$ cat src/tgq_pkg.sv
package tgq_pkg;

	localparam int unsigned CfgW = 16;
	localparam int unsigned CfgIdxW = 2;
	localparam int unsigned TimeW = 32;
	localparam int unsigned PosW = 12;
	localparam int unsigned EvW = 3;
	localparam int unsigned InDataW = 80;
	localparam int unsigned OutDataW = 32;

	localparam logic [CfgIdxW-1:0] REG_IGNORE = 2'd0;
	localparam logic [CfgIdxW-1:0] REG_SHORT_HOLD = 2'd1;
	localparam logic [CfgIdxW-1:0] REG_LONG_HOLD = 2'd2;

	localparam logic [CfgW-1:0] IGNORE_RST = 16'd50;
	localparam logic [CfgW-1:0] SHORT_HOLD_RST = 16'd1500;
	localparam logic [CfgW-1:0] LONG_HOLD_RST = 16'd3000;

	localparam logic [7:0] NIBBLE_MASK = 8'h0F;

	localparam logic [EvW-1:0] EV_NONE = 3'd0;
	localparam logic [EvW-1:0] EV_LONG = 3'd1;
	localparam logic [EvW-1:0] EV_SHORT = 3'd2;
	localparam logic [EvW-1:0] EV_DTAP = 3'd3;
	localparam logic [EvW-1:0] EV_UP = 3'd4;
	localparam logic [EvW-1:0] EV_DOWN = 3'd5;
	localparam logic [EvW-1:0] EV_LEFT = 3'd6;
	localparam logic [EvW-1:0] EV_RIGHT = 3'd7;

	localparam logic [7:0] GC_NONE = 8'h00;
	localparam logic [7:0] GC_UP = 8'h01;
	localparam logic [7:0] GC_DOWN = 8'h02;
	localparam logic [7:0] GC_LEFT = 8'h03;
	localparam logic [7:0] GC_RIGHT = 8'h04;
	localparam logic [7:0] GC_DTAP = 8'h0B;

	typedef struct packed {
		logic [7:0] y_low;
		logic [7:0] y_high;
		logic [7:0] x_low;
		logic [7:0] x_high;
		logic [TimeW-1:0] now_ms;
		logic [7:0] gesture_code;
		logic [7:0] finger_count;
	} poll_t;

	typedef struct packed {
		logic [PosW-1:0] y_pos;
		logic [PosW-1:0] x_pos;
		logic is_touching;
		logic [EvW-1:0] event_res;
	} res_t;

	typedef struct packed {
		logic [CfgW-1:0] ignore_ms;
		logic [CfgW-1:0] short_hold_ms;
		logic [CfgW-1:0] long_hold_ms;
	} thr_t;

	function automatic logic [EvW-1:0] map_gesture(input logic [7:0] code);
		logic [EvW-1:0] ev;
		case (code)
			GC_UP: ev = EV_UP;
			GC_DOWN: ev = EV_DOWN;
			GC_LEFT: ev = EV_LEFT;
			GC_RIGHT: ev = EV_RIGHT;
			GC_DTAP: ev = EV_DTAP;
			default: ev = EV_NONE;
		endcase
		return ev;
	endfunction

endpackage

$ cat src/tgq_core.sv
module tgq_core (
	input logic clk,
	input logic arst_n,
	input logic advance,
	input tgq_pkg::poll_t poll,
	input tgq_pkg::thr_t thr,
	output tgq_pkg::res_t res
);

	logic pressed_q;
	logic [tgq_pkg::TimeW-1:0] press_start_q;
	logic short_done_q;
	logic long_done_q;
	logic [7:0] prev_gesture_q;
	logic gesture_used_q;

	logic touch;
	logic code_nz;
	logic fresh;
	logic used_a;
	logic rise;
	logic fall;
	logic [tgq_pkg::TimeW-1:0] start_a;
	logic short_a;
	logic long_a;
	logic [tgq_pkg::TimeW-1:0] hold;
	logic phantom;
	logic long_fire;
	logic short_fire;
	logic gest_fire;
	logic short_n;
	logic long_n;
	logic used_n;
	logic [tgq_pkg::EvW-1:0] ev;

	always_comb begin
		touch = (poll.finger_count != 8'd0);
		code_nz = (poll.gesture_code != tgq_pkg::GC_NONE);
		fresh = code_nz && (poll.gesture_code != prev_gesture_q);
		// a new code, or a return to none, rearms the gesture report
		if (fresh || (!code_nz && (prev_gesture_q != tgq_pkg::GC_NONE))) begin
			used_a = 1'b0;
		end else begin
			used_a = gesture_used_q;
		end
		rise = touch && !pressed_q;
		fall = !touch && pressed_q;
		start_a = rise ? poll.now_ms : press_start_q;
		short_a = rise ? 1'b0 : short_done_q;
		long_a = rise ? 1'b0 : long_done_q;
		hold = poll.now_ms - start_a;
		phantom = fall && (hold < {{(tgq_pkg::TimeW-tgq_pkg::CfgW){1'b0}}, thr.ignore_ms});
		long_fire = touch && !long_a
			&& (hold >= {{(tgq_pkg::TimeW-tgq_pkg::CfgW){1'b0}}, thr.long_hold_ms});
		short_fire = touch && !long_fire && !short_a
			&& (hold >= {{(tgq_pkg::TimeW-tgq_pkg::CfgW){1'b0}}, thr.short_hold_ms});
		gest_fire = !phantom && !long_fire && !short_fire && fresh && !used_a;
		short_n = short_a || long_fire || short_fire;
		long_n = long_a || long_fire;
		used_n = used_a || gest_fire;
		if (phantom) begin
			ev = tgq_pkg::EV_NONE;
		end else if (long_fire) begin
			ev = tgq_pkg::EV_LONG;
		end else if (short_fire) begin
			ev = tgq_pkg::EV_SHORT;
		end else if (gest_fire) begin
			ev = tgq_pkg::map_gesture(poll.gesture_code);
		end else begin
			ev = tgq_pkg::EV_NONE;
		end
		res.event_res = ev;
		res.is_touching = touch;
		res.x_pos = {poll.x_high[3:0] & tgq_pkg::NIBBLE_MASK[3:0], poll.x_low};
		res.y_pos = {poll.y_high[3:0] & tgq_pkg::NIBBLE_MASK[3:0], poll.y_low};
	end

	always_ff @(posedge clk or negedge arst_n) begin
		if (!arst_n) begin
			pressed_q <= 1'b0;
			press_start_q <= '0;
			short_done_q <= 1'b0;
			long_done_q <= 1'b0;
			prev_gesture_q <= tgq_pkg::GC_NONE;
			gesture_used_q <= 1'b0;
		end else if (advance) begin
			pressed_q <= touch;
			press_start_q <= start_a;
			short_done_q <= short_n;
			long_done_q <= long_n;
			prev_gesture_q <= poll.gesture_code;
			gesture_used_q <= used_n;
		end
	end

`ifndef SYNTHESIS
	a_long_sets_both: assert property (@(posedge clk) disable iff (!arst_n)
		(advance && res.event_res == tgq_pkg::EV_LONG) |=> (long_done_q && short_done_q))
		else $error("long hold event did not set both done flags");

	a_press_start: assert property (@(posedge clk) disable iff (!arst_n)
		(advance && rise) |=> (pressed_q && press_start_q == $past(poll.now_ms)))
		else $error("press start not captured");

	a_gesture_consumed: assert property (@(posedge clk) disable iff (!arst_n)
		(advance && res.event_res >= tgq_pkg::EV_DTAP) |=> gesture_used_q)
		else $error("reported gesture not marked used");
`endif

endmodule

$ cat src/touch_gesture_qualifier.sv
// An accepted poll passes through the input register and then the result register
// before its result shows on the master side.
// Throughput: one poll per cycle; the tracking state updates in a single pass.
// A stalled master side holds the result register and backs up into the input register.
// Reset (arst_n low, asynchronous): tracking state clears, thresholds return to
// 50 / 1500 / 3000 ms, both stages empty.
module touch_gesture_qualifier (
	input logic clk,
	input logic arst_n,
	// poll in
	input logic s_axis_tvalid,
	output logic s_axis_tready,
	// finger_count[7:0], gesture_code[15:8], now_ms[47:16], x_high[55:48],
	// x_low[63:56], y_high[71:64], y_low[79:72]
	input logic [tgq_pkg::InDataW-1:0] s_axis_tdata,
	// result out
	output logic m_axis_tvalid,
	input logic m_axis_tready,
	// event_res[2:0], is_touching[3], x_pos[15:4], y_pos[27:16], zero [31:28]
	output logic [tgq_pkg::OutDataW-1:0] m_axis_tdata,
	// threshold writes
	input logic cfg_we,
	input logic [tgq_pkg::CfgIdxW-1:0] cfg_index,
	input logic [tgq_pkg::CfgW-1:0] cfg_data
);

	tgq_pkg::thr_t thr_q;

	logic valid_s1;
	tgq_pkg::poll_t poll_s1;
	logic out_valid_q;
	tgq_pkg::res_t out_q;
	tgq_pkg::res_t res;
	logic advance;

	// Threshold registers; writes to an unused index are dropped.
	always_ff @(posedge clk or negedge arst_n) begin
		if (!arst_n) begin
			thr_q.ignore_ms <= tgq_pkg::IGNORE_RST;
			thr_q.short_hold_ms <= tgq_pkg::SHORT_HOLD_RST;
			thr_q.long_hold_ms <= tgq_pkg::LONG_HOLD_RST;
		end else if (cfg_we) begin
			case (cfg_index)
				tgq_pkg::REG_IGNORE: thr_q.ignore_ms <= cfg_data;
				tgq_pkg::REG_SHORT_HOLD: thr_q.short_hold_ms <= cfg_data;
				tgq_pkg::REG_LONG_HOLD: thr_q.long_hold_ms <= cfg_data;
				default: ;
			endcase
		end
	end

	// Advance the poll in the input register whenever the result register is
	// free or its content is being transferred out this cycle.
	assign advance = valid_s1 && (!out_valid_q || m_axis_tready);
	assign s_axis_tready = !valid_s1 || advance;

	always_ff @(posedge clk or negedge arst_n) begin
		if (!arst_n) begin
			valid_s1 <= 1'b0;
		end else if (s_axis_tready) begin
			valid_s1 <= s_axis_tvalid;
		end
	end

	always_ff @(posedge clk) begin
		if (s_axis_tready && s_axis_tvalid) begin
			poll_s1 <= tgq_pkg::poll_t'(s_axis_tdata);
		end
	end

	tgq_core u_core (
		.clk(clk),
		.arst_n(arst_n),
		.advance(advance),
		.poll(poll_s1),
		.thr(thr_q),
		.res(res)
	);

	// Result register: load on advance, drop once the master side takes it.
	always_ff @(posedge clk or negedge arst_n) begin
		if (!arst_n) begin
			out_valid_q <= 1'b0;
		end else if (advance) begin
			out_valid_q <= 1'b1;
		end else if (m_axis_tready) begin
			out_valid_q <= 1'b0;
		end
	end

	always_ff @(posedge clk) begin
		if (advance) begin
			out_q <= res;
		end
	end

	assign m_axis_tvalid = out_valid_q;
	assign m_axis_tdata = {{(tgq_pkg::OutDataW - $bits(tgq_pkg::res_t)){1'b0}}, out_q};

`ifndef SYNTHESIS
	a_advance_loads: assert property (@(posedge clk) disable iff (!arst_n)
		advance |=> m_axis_tvalid)
		else $error("advanced poll produced no result");

	a_stall_only_when_full: assert property (@(posedge clk) disable iff (!arst_n)
		!s_axis_tready |-> (valid_s1 && out_valid_q && !m_axis_tready))
		else $error("input stalled while a stage was free");

	a_no_overwrite: assert property (@(posedge clk) disable iff (!arst_n)
		(out_valid_q && !m_axis_tready) |-> !advance)
		else $error("pending result overwritten");
`endif

endmodule
$ cat config.mk
export PLATFORM = sky130hd
export DESIGN_NAME = touch_gesture_qualifier
export DESIGN_NICKNAME = d
export VERILOG_FILES = /design/src/tgq_pkg.sv /design/src/tgq_core.sv /design/src/touch_gesture_qualifier.sv
export SDC_FILE = /design/constraint.sdc
export NUM_CORES = 1
export LEC_CHECK = 0
export BUFFER_PORTS_ARGS = -buffer_cell sky130_fd_sc_hd__buf_2
export CELL_PAD_IN_SITES_DETAIL_PLACEMENT = 0
export CELL_PAD_IN_SITES_GLOBAL_PLACEMENT = 1
export CORE_MARGIN = 4
export CORE_UTILIZATION = 30
export DETAILED_ROUTE_END_ITERATION = 8
export GPL_TIMING_DRIVEN = 0
export PLACE_DENSITY_LB_ADDON = 0.1
export SETUP_SLACK_MARGIN = 0.05
export SLEW_MARGIN = 5
export SYNTH_ARGS = -nofsm -noshare
export SYNTH_HDL_FRONTEND = slang
export SYNTH_SLANG_ARGS = --single-unit
$ cat constraint.sdc
create_clock -name clk -period 5.2 [get_ports clk]
set_input_delay 1.56 -clock clk [delete_from_list [all_inputs] [get_ports clk]]
set_output_delay 1.56 -clock clk [all_outputs]
set_load 0.01 [all_outputs]
Yosys cells after proc, flatten, opt, wreduce, memory -nomap -nowiden
Cells that the tools add are included.

Add/subtract/negate cells: 1. Multiply operators: 0. Div/mod/pow operators: 0. Magnitude comparators: 3. Eq/ne operators: 8. Shift operators: 0. Mux-type cells: 10. Bitwise gates (word level): 1. Reductions and logical operators: 44.

Operators by type and width (count): greater-or-equal comparator 32 x 16 -> 1 bit (2); < comparator 32 x 16 -> 1 bit (1); 2-to-1 mux 32 bit (1); subtractor 32 bit (1); nonzero test 8 bit (3); equality test 8 x 2 -> 1 bit, second input constant (2); logical AND 1 bit (16); case mux 3 bit (5 select lines) (1); zero test 1 bit (11); equality test 8 x 1 -> 1 bit, second input constant (1); equality test 8 x 3 -> 1 bit, second input constant (1); equality test 8 x 4 -> 1 bit, second input constant (1); != test 8 bit (1); logical OR 1 bit (7); 2-to-1 mux 1 bit (6); AND reduction 2 bit (3); 2-to-1 mux 2 bit (2); OR reduction 4 bit (1); equality test 2 x 1 -> 1 bit, second input constant (1); equality test 2 bit, second input constant (1); zero test 2 bit (1); nonzero test 2 bit (1); OR reduction 2 bit (1); inverter 1 bit (1).

Bits in registers: 194. Latch bits: 0. Bits in writable memories: 0. ROM bits: 0. Output and inout bits: 34. Logic and storage cells: 91. Memories kept: 0.

Longest topological paths before layout
Depth after elaboration: 17. Gate-level depth with buffers: 23. Mapped depth without buffers: 22.

Hierarchy
Synthesis repeated with hierarchy kept, for this count alone.

Cell total of the unflattened synthesis: 933. Area, all modules: 10769.1 µm².

Modules (own cells, without submodules): tgq_core (instances 1, cells an instance 710, area each 5566.6 µm², seq. area each 1076.0 µm²); touch_gesture_qualifier (instances 1, cells an instance 223, area each 5202.5 µm², seq. area each 4515.6 µm²).

Worst setup path after synthesis
OpenSTA, ideal clock, no wires.

Path kind: flip-flop to flip-flop. Start point: reg poll_s1[6] in the netlist's numbering. End point: reg out_q, in the netlist m_axis_tdata[0], data pin. Library setup time: 0.254 ns. Arrival: 4.762 ns. Data required time: 4.946 ns. Slack: 0.184 ns. Stages on the path, launching flop included: 22. Buffers on the path: 2. Clock period less this slack: 5.016 ns. Cells stage by stage: edfxtp_1 nor4_1 a21oi_2 clkbuf_1 clkbuf_1 mux2i_1 ha_1 o21ai_1 nand2b_1 a41oi_1 o21ai_0 maj3_1 o21ai_0 a22oi_1 ha_1 a21o_1 a211oi_1 o21ai_0 nor4_1 nand4_1 and2_1 a21o_1.

Word-level cells in the longest chain between the ends: 17.

Ends and longest elaborated chain: start, declared (line touch_gesture_qualifier.sv:30) `tgq_pkg::poll_t poll_s1;`; start signal, assigned (line touch_gesture_qualifier.sv:67) `poll_s1 <= tgq_pkg::poll_t'(s_axis_tdata);`; nonzero test 8 bit * (line tgq_core.sv:37) `touch = (poll.finger_count != 8'd0);`; logical AND 1 bit (line tgq_core.sv:46) `rise = touch && !pressed_q;`; 2-to-1 mux 32 bit or 2-to-1 mux 1 bit (tied branches) (line tgq_core.sv:48, tgq_core.sv:50); subtractor 32 bit or zero test 1 bit (tied branches) (line tgq_core.sv:51, tgq_core.sv:53); greater-or-equal comparator 32 x 16 -> 1 bit or logical AND 1 bit (tied branches) (line tgq_core.sv:54, tgq_core.sv:53); logical AND 1 bit (line tgq_core.sv:54) `&& (hold >= {{(tgq_pkg::TimeW-tgq_pkg::CfgW){1'b0}}, thr.long_hold_ms});`; zero test 1 bit (line tgq_core.sv:55, tgq_core.sv:57); logical AND 1 bit (2 in a row) (line tgq_core.sv:55) `short_fire = touch && !long_fire && !short_a`; logical AND 1 bit (line tgq_core.sv:56) `&& (hold >= {{(tgq_pkg::TimeW-tgq_pkg::CfgW){1'b0}}, thr.short_hold_ms});`; zero test 1 bit (line tgq_core.sv:57) `gest_fire = !phantom && !long_fire && !short_fire && fresh && !used_a;`; logical AND 1 bit (3 in a row) (line tgq_core.sv:57); 2-to-1 mux 2 bit (line tgq_core.sv:67) `end else if (gest_fire) begin`; 2-to-1 mux 2 bit (line tgq_core.sv:65) `end else if (short_fire) begin`; 2-to-1 mux 1 bit (line tgq_core.sv:63) `end else if (long_fire) begin`; end signal, assigned (line touch_gesture_qualifier.sv:93) `out_q <= res;`; end, declared (line touch_gesture_qualifier.sv:32) `tgq_pkg::res_t out_q;`.

Every way passes the cells marked *; elsewhere a longest branch is shown, timed or not. A chain may end at the register's enable or synchronous reset.

Worst setup path after layout
Start point: reg poll_s1[6] in the netlist's numbering. End point: reg out_q, in the netlist m_axis_tdata[0], data pin.

Word-level cells in the longest chain between the ends: 17.

Ends and longest elaborated chain: nonzero test 8 bit * (line tgq_core.sv:37); logical AND 1 bit * (line tgq_core.sv:46); 2-to-1 mux 32 bit * (line tgq_core.sv:48) `start_a = rise ? poll.now_ms : press_start_q;`; named net u_core.start_a (one bit) (line tgq_core.sv:23) `logic [tgq_pkg::TimeW-1:0] start_a;`; subtractor 32 bit * (line tgq_core.sv:51) `hold = poll.now_ms - start_a;`; greater-or-equal comparator 32 x 16 -> 1 bit (line tgq_core.sv:54); logical AND 1 bit (line tgq_core.sv:54); zero test 1 bit (line tgq_core.sv:55, tgq_core.sv:57); logical AND 1 bit (2 in a row) (line tgq_core.sv:55); logical AND 1 bit (line tgq_core.sv:56); zero test 1 bit (line tgq_core.sv:57); logical AND 1 bit (3 in a row) (line tgq_core.sv:57); 2-to-1 mux 2 bit (line tgq_core.sv:67); 2-to-1 mux 2 bit (line tgq_core.sv:65); 2-to-1 mux 1 bit (line tgq_core.sv:63).

Mark *: on every way through the listed nets, which the timed path passes. The rest lies on a longest branch.

==> parameters.txt <==
Parameter                              Value

Detailed routing
  Remaining antenna violation count after routing    0
  Wire length per cell after detailed routing    roughly 18 um
  Routed Wire Length    28.24 mm
  Drt drc    0
  Detailed router's first-iteration violation count    295
  Total vias in the final route    7,494
  TritonRoute pass-1 iters    4
  DR vias/cell    4.687

STA
  Shortest clock period the worst path allows after layout    5.182 ns
  Relative slew margins    54.57%
  Least setup slack across all paths after layout    around 0.018 ns
  Worst slack on hold paths    approximately 0.42 ns
  Unrepaired setup endpoints after global routing    true
  Transition time of the tightest slew-check pin    ~0.7 ns
  Worst Clk Skew    ~0.012 ns
  Fin Setup TNS    0 ns
  Share of the clock period used by the worst path after layout    between 90 and 100%
  Final number of hold-violating endpoints    0
  Final count of pins violating max slew    0
  Highest attainable clock frequency    193.0 MHz
  Total setup violations reported at the end of the flow    0

Synth
  Fraction of the mapped netlist area in adder cells    9.572%
  Syn Inst Count    965
  Most instantiated flip-flop cell in the synthesis netlist    sky130_fd_sc_hd__edfxtp_1
  Netlist cell types    between 80 and 90
  Synthesized flop and latch total    between 150 and 200
  Compound-gate portion of the synthesized area    13.48%
  Combinational family with the most area after synthesis    compound AO/OA/AOI/OAI gates
  Post-synthesis share of cell area spent on xor and xnor gates    2.593%
  Seq/Total Area, Yosys    approximately half
  Average cell area after synthesis    ~11 um2
  Fraction of registers with async set or reset after synthesis    48.19%
  Simple-gate portion of the synthesized area    12.43%
  Yosys synthesis warning count    0
  Proportion of synthesized area in mux cells    6.644%
  Cell area after technology mapping    about 10,000 um2
  Number of enable flip-flop cells after synthesis    100

Pwr
  Cell-internal power    3.535 mW
  Maximum resistive drop on vdd    0.2648 mV
  Net switching power figure    2.186 mW
  Power share of the sequential group    34.5%
  Tot Pwr    between 5 and 6 mW
  Relative contribution of the clock network to total power    24.2%
  Total power density per cell area    roughly 450 nW/um2
  Leakage power figure    around 5.5 nW
  Switching power share of the total    38.21%
  Share of power burned in combinational logic    41.3%

CTS
  Clk buf depth    2
  Clock latency on the worst-skew pair    0.46 ns
  CTS H-Tree Depth    4
  Clock Root Buffer    sky130_fd_sc_hd__clkbuf_16
  Sink count of the clock tree    193
  Clock tree from TritonCTS    yes
  Clock buffer count from CTS    17
  Clock-pin slew on the worst setup and hold paths    0.08 ns

Flow run
  Count of max-cap constraint violations    0

Worst setup path
  Worst Setup Start Kind    flip-flop
  Category of the most critical setup path    reg -> reg
  Crit-path max FO    4
  Data arrival time of the worst path    5.39 ns
  Req. time, crit path    5.41 ns
  Kind of end point of the critical path    flip-flop
  Setup slack on the worst flop-to-flop path    0.02 ns

GRT
  Number of global-route vias before repair    7,619
  Global-route usage over all layers    15.05%
  Maximum number of pins on one net before global-route repair    69
  Wire length of the first global-routing pass    between 40 and 50 mm
  Antenna violations before repair    3
  GRT overflow    0

Status
  Result of the run    complete, no violations

Die
  Width of the die    around 190 um
  Initial core utilization    30.38%
  Die Y    194.8 um
  Floorplan die area    ~38,000 um2
  IO Pins    137
  Core box area    34,460 um2
  Number of core rows    68

Place
  Final Wtd Congestion    approximately 0.9
  HPWL reported at the end of detailed placement    21.53 mm
  Number of port buffers    124
  Worst slack, placed    -1.832 ns

Final layout
  Number of fillers in the final layout    3,480
  # nets final    1,310
  Final core utilization    about 37%
  Proportion of layout cells with a drive suffix above 1    between 20% and 30%
  Area growth from synthesis to final layout    21.76%
  Ant diodes    0

Worst hold path
  Path category of the worst min-delay check    reg -> reg
[synth_stat cells, types with 3 or more instances]
| cell type | n | area share (%) |
|---|---|---|
| sky130_fd_sc_hd__a21o_1 | 18 | 1.3 |
| sky130_fd_sc_hd__o31ai_1 | 3 | 0.22 |
| sky130_fd_sc_hd__o21a_1 | 6 | 0.43 |
| sky130_fd_sc_hd__buf_6 | 4 | 0.43 |
| sky130_fd_sc_hd__a31o_2 | 4 | 0.33 |
| sky130_fd_sc_hd__mux2_2 | 33 | 3.5 |
| sky130_fd_sc_hd__and3_1 | 6 | 0.36 |
| sky130_fd_sc_hd__nor2_1 | 31 | 1.1 |
| sky130_fd_sc_hd__edfxtp_1 | 100 | 29 |
| sky130_fd_sc_hd__or3_1 | 3 | 0.18 |
| sky130_fd_sc_hd__nand3b_1 | 4 | 0.29 |
| sky130_fd_sc_hd__and2_1 | 3 | 0.18 |
| sky130_fd_sc_hd__nand3_1 | 10 | 0.48 |
| sky130_fd_sc_hd__nor3_1 | 8 | 0.38 |
| sky130_fd_sc_hd__a211oi_1 | 11 | 0.79 |
| sky130_fd_sc_hd__o2111ai_1 | 4 | 0.33 |
| sky130_fd_sc_hd__nor2b_1 | 7 | 0.42 |
| sky130_fd_sc_hd__ha_1 | 75 | 9.0 |
| sky130_fd_sc_hd__mux2i_1 | 31 | 3.0 |
| sky130_fd_sc_hd__clkbuf_1 | 25 | 0.90 |
| sky130_fd_sc_hd__inv_1 | 65 | 2.3 |
| sky130_fd_sc_hd__a21oi_1 | 48 | 2.3 |
| sky130_fd_sc_hd__o21ai_0 | 55 | 2.6 |
| sky130_fd_sc_hd__dfrtp_1 | 76 | 18 |
| sky130_fd_sc_hd__a22oi_1 | 5 | 0.36 |
| sky130_fd_sc_hd__a31oi_1 | 8 | 0.48 |
| sky130_fd_sc_hd__nand2_1 | 169 | 6.1 |
| sky130_fd_sc_hd__dfstp_2 | 17 | 4.3 |
| sky130_fd_sc_hd__o211ai_1 | 3 | 0.22 |
| sky130_fd_sc_hd__buf_4 | 5 | 0.36 |
| sky130_fd_sc_hd__xnor2_1 | 16 | 1.3 |
| sky130_fd_sc_hd__xor2_1 | 15 | 1.3 |
| sky130_fd_sc_hd__nor4_1 | 9 | 0.54 |
| sky130_fd_sc_hd__nand4_1 | 11 | 0.66 |
| sky130_fd_sc_hd__maj3_2 | 3 | 0.32 |
| sky130_fd_sc_hd__o21ai_1 | 7 | 0.33 |
| sky130_fd_sc_hd__nand2b_1 | 11 | 0.66 |
[metal layers]
layer / up-vias / share of wire (%) / track usage (%)
li1: 3783 / - / -
met1: 3554 / 48 / 21.02
met2: 127 / 46 / 23.41
met3: 26 / 4.8 / 3.917
met4: 4 / 1.4 / 3.853
met5: - / 0.096 / 0
[cells in the final DEF, fill, tap and decap left out, types with 7 or more instances in the layout]
master	Yosys	routed
sky130_fd_sc_hd__nor2b_1	7	7
sky130_fd_sc_hd__dfrtp_1	76	76
sky130_fd_sc_hd__ha_1	75	72
sky130_fd_sc_hd__mux2_2	33	33
sky130_fd_sc_hd__a21o_1	18	18
sky130_fd_sc_hd__xnor2_1	16	14
sky130_fd_sc_hd__nand2b_1	11	11
sky130_fd_sc_hd__a21oi_1	48	44
sky130_fd_sc_hd__nand3_1	10	10
sky130_fd_sc_hd__inv_1	65	65
sky130_fd_sc_hd__a211oi_1	11	8
sky130_fd_sc_hd__nor3_1	8	7
sky130_fd_sc_hd__nand4_1	11	11
sky130_fd_sc_hd__nand2_1	169	168
sky130_fd_sc_hd__dfstp_2	17	17
sky130_fd_sc_hd__nor2_1	31	31
sky130_fd_sc_hd__xor2_1	15	15
sky130_fd_sc_hd__buf_2	1	124
sky130_fd_sc_hd__o21ai_0	55	50
sky130_fd_sc_hd__o21ai_1	7	8
sky130_fd_sc_hd__clkbuf_1	25	21
sky130_fd_sc_hd__clkbuf_16	0	17
sky130_fd_sc_hd__mux2i_1	31	29
sky130_fd_sc_hd__a31oi_1	8	7
sky130_fd_sc_hd__edfxtp_1	100	100
sky130_fd_sc_hd__buf_4	5	23
[cells by family after synthesis]
kind of cell    Yosys count
xor+xnor                 31
simple gates            286
mux                      65
other cells               1
buf+inv                 102
compound gates          207
fa+ha+maj                80
flops                   193
[area by class of cell]
cell class	count	area (um2)	share of cell area (%)
Inverter	66	247.7	1.943
Tap cell	455	569.3	4.466
Sequential cell	193	5351	41.98
Timing Repair Buffer	146	848.3	6.654
Clock buffer	18	429.2	3.366
Multi-Input combinational cell	673	4923	38.62
Buffer	34	200.2	1.570
Clock inverter	14	178.9	1.403
[state kept, by name (all words and copies together), names as in the netlist]
| name | flops |
|---|---|
| poll_s1 | 72 |
| thr_q | 48 |
| u_core.press_start_q | 32 |
| m_axis_tdata | 28 |
| u_core.prev_gesture_q | 8 |
| m_axis_tvalid | 1 |
| u_core.long_done_q | 1 |
| u_core.pressed_q | 1 |
| u_core.short_done_q | 1 |
| valid_s1 | 1 |
[timing repair]
item | in CTS | in global routing
setup endpoints to repair | 5 | 5
gates resized for setup | 42 | 18
pin swaps | 20 | 8
setup buffers | 16 | 3
hold buffers | 0 | 0
[metrics by stage]
step,cells,area (um2)
2_1_floorplan,968,10480
3_3_place_gp,1547,11670
3_5_place_dp,1550,11760
4_1_cts,1598,12650
5_1_grt,1599,12750
6_report,1599,12750
[path summary, 6_finish.rpt]
| path | endpoint | startpoint | cells after the start |
|---|---|---|---|
| worst max-delay path | m_axis_tdata[0] | poll_s1[6] | 22 |
| min in group asynchronous | thr_q[1] | arst_n | 1 |
| worst min-delay path | m_axis_tdata[7] | poll_s1[59] | 0 |
| max in group asynchronous | thr_q[11] | arst_n | 2 |
| worst min register to register | m_axis_tdata[7] | poll_s1[59] | 0 |
| worst max register to register | m_axis_tdata[0] | poll_s1[6] | 22 |
[power groups by stage]
| stage | Sequential, mW | Clock [mW] | Combinational, mW |
|---|---|---|---|
| after floorplan | 1.99 | 0 | 1.56 |
| after global placement | 2.01 | 0 | 2.19 |
| after detailed placement | 2.00 | 0 | 2.19 |
| after CTS | 1.97 | 1.44 | 2.33 |
| after global routing | 2.00 | 1.49 | 2.67 |
| final | 1.97 | 1.38 | 2.36 |
[critical path, stage by stage (launching register included)]
cell and delay, ns:
sky130_fd_sc_hd__edfxtp_1 0.44, sky130_fd_sc_hd__or4_4 0.56, sky130_fd_sc_hd__o21ai_4 0.18, sky130_fd_sc_hd__buf_12 0.14
sky130_fd_sc_hd__o21ai_4 0.06, sky130_fd_sc_hd__ha_4 0.16, sky130_fd_sc_hd__fa_2 0.36, sky130_fd_sc_hd__nor2b_1 0.12
sky130_fd_sc_hd__o21ai_1 0.09, sky130_fd_sc_hd__nand2b_1 0.13, sky130_fd_sc_hd__a41oi_2 0.15, sky130_fd_sc_hd__o21ai_2 0.19
sky130_fd_sc_hd__maj3_2 0.22, sky130_fd_sc_hd__o21ai_2 0.06, sky130_fd_sc_hd__a22oi_2 0.24, sky130_fd_sc_hd__ha_1 0.29
sky130_fd_sc_hd__a21o_1 0.17, sky130_fd_sc_hd__a211oi_2 0.20, sky130_fd_sc_hd__o21ai_1 0.13, sky130_fd_sc_hd__nor4_2 0.38
sky130_fd_sc_hd__nand4_1 0.29, sky130_fd_sc_hd__and2_4 0.24, sky130_fd_sc_hd__a21o_1 0.15
Power figures use the tool's default switching activity.
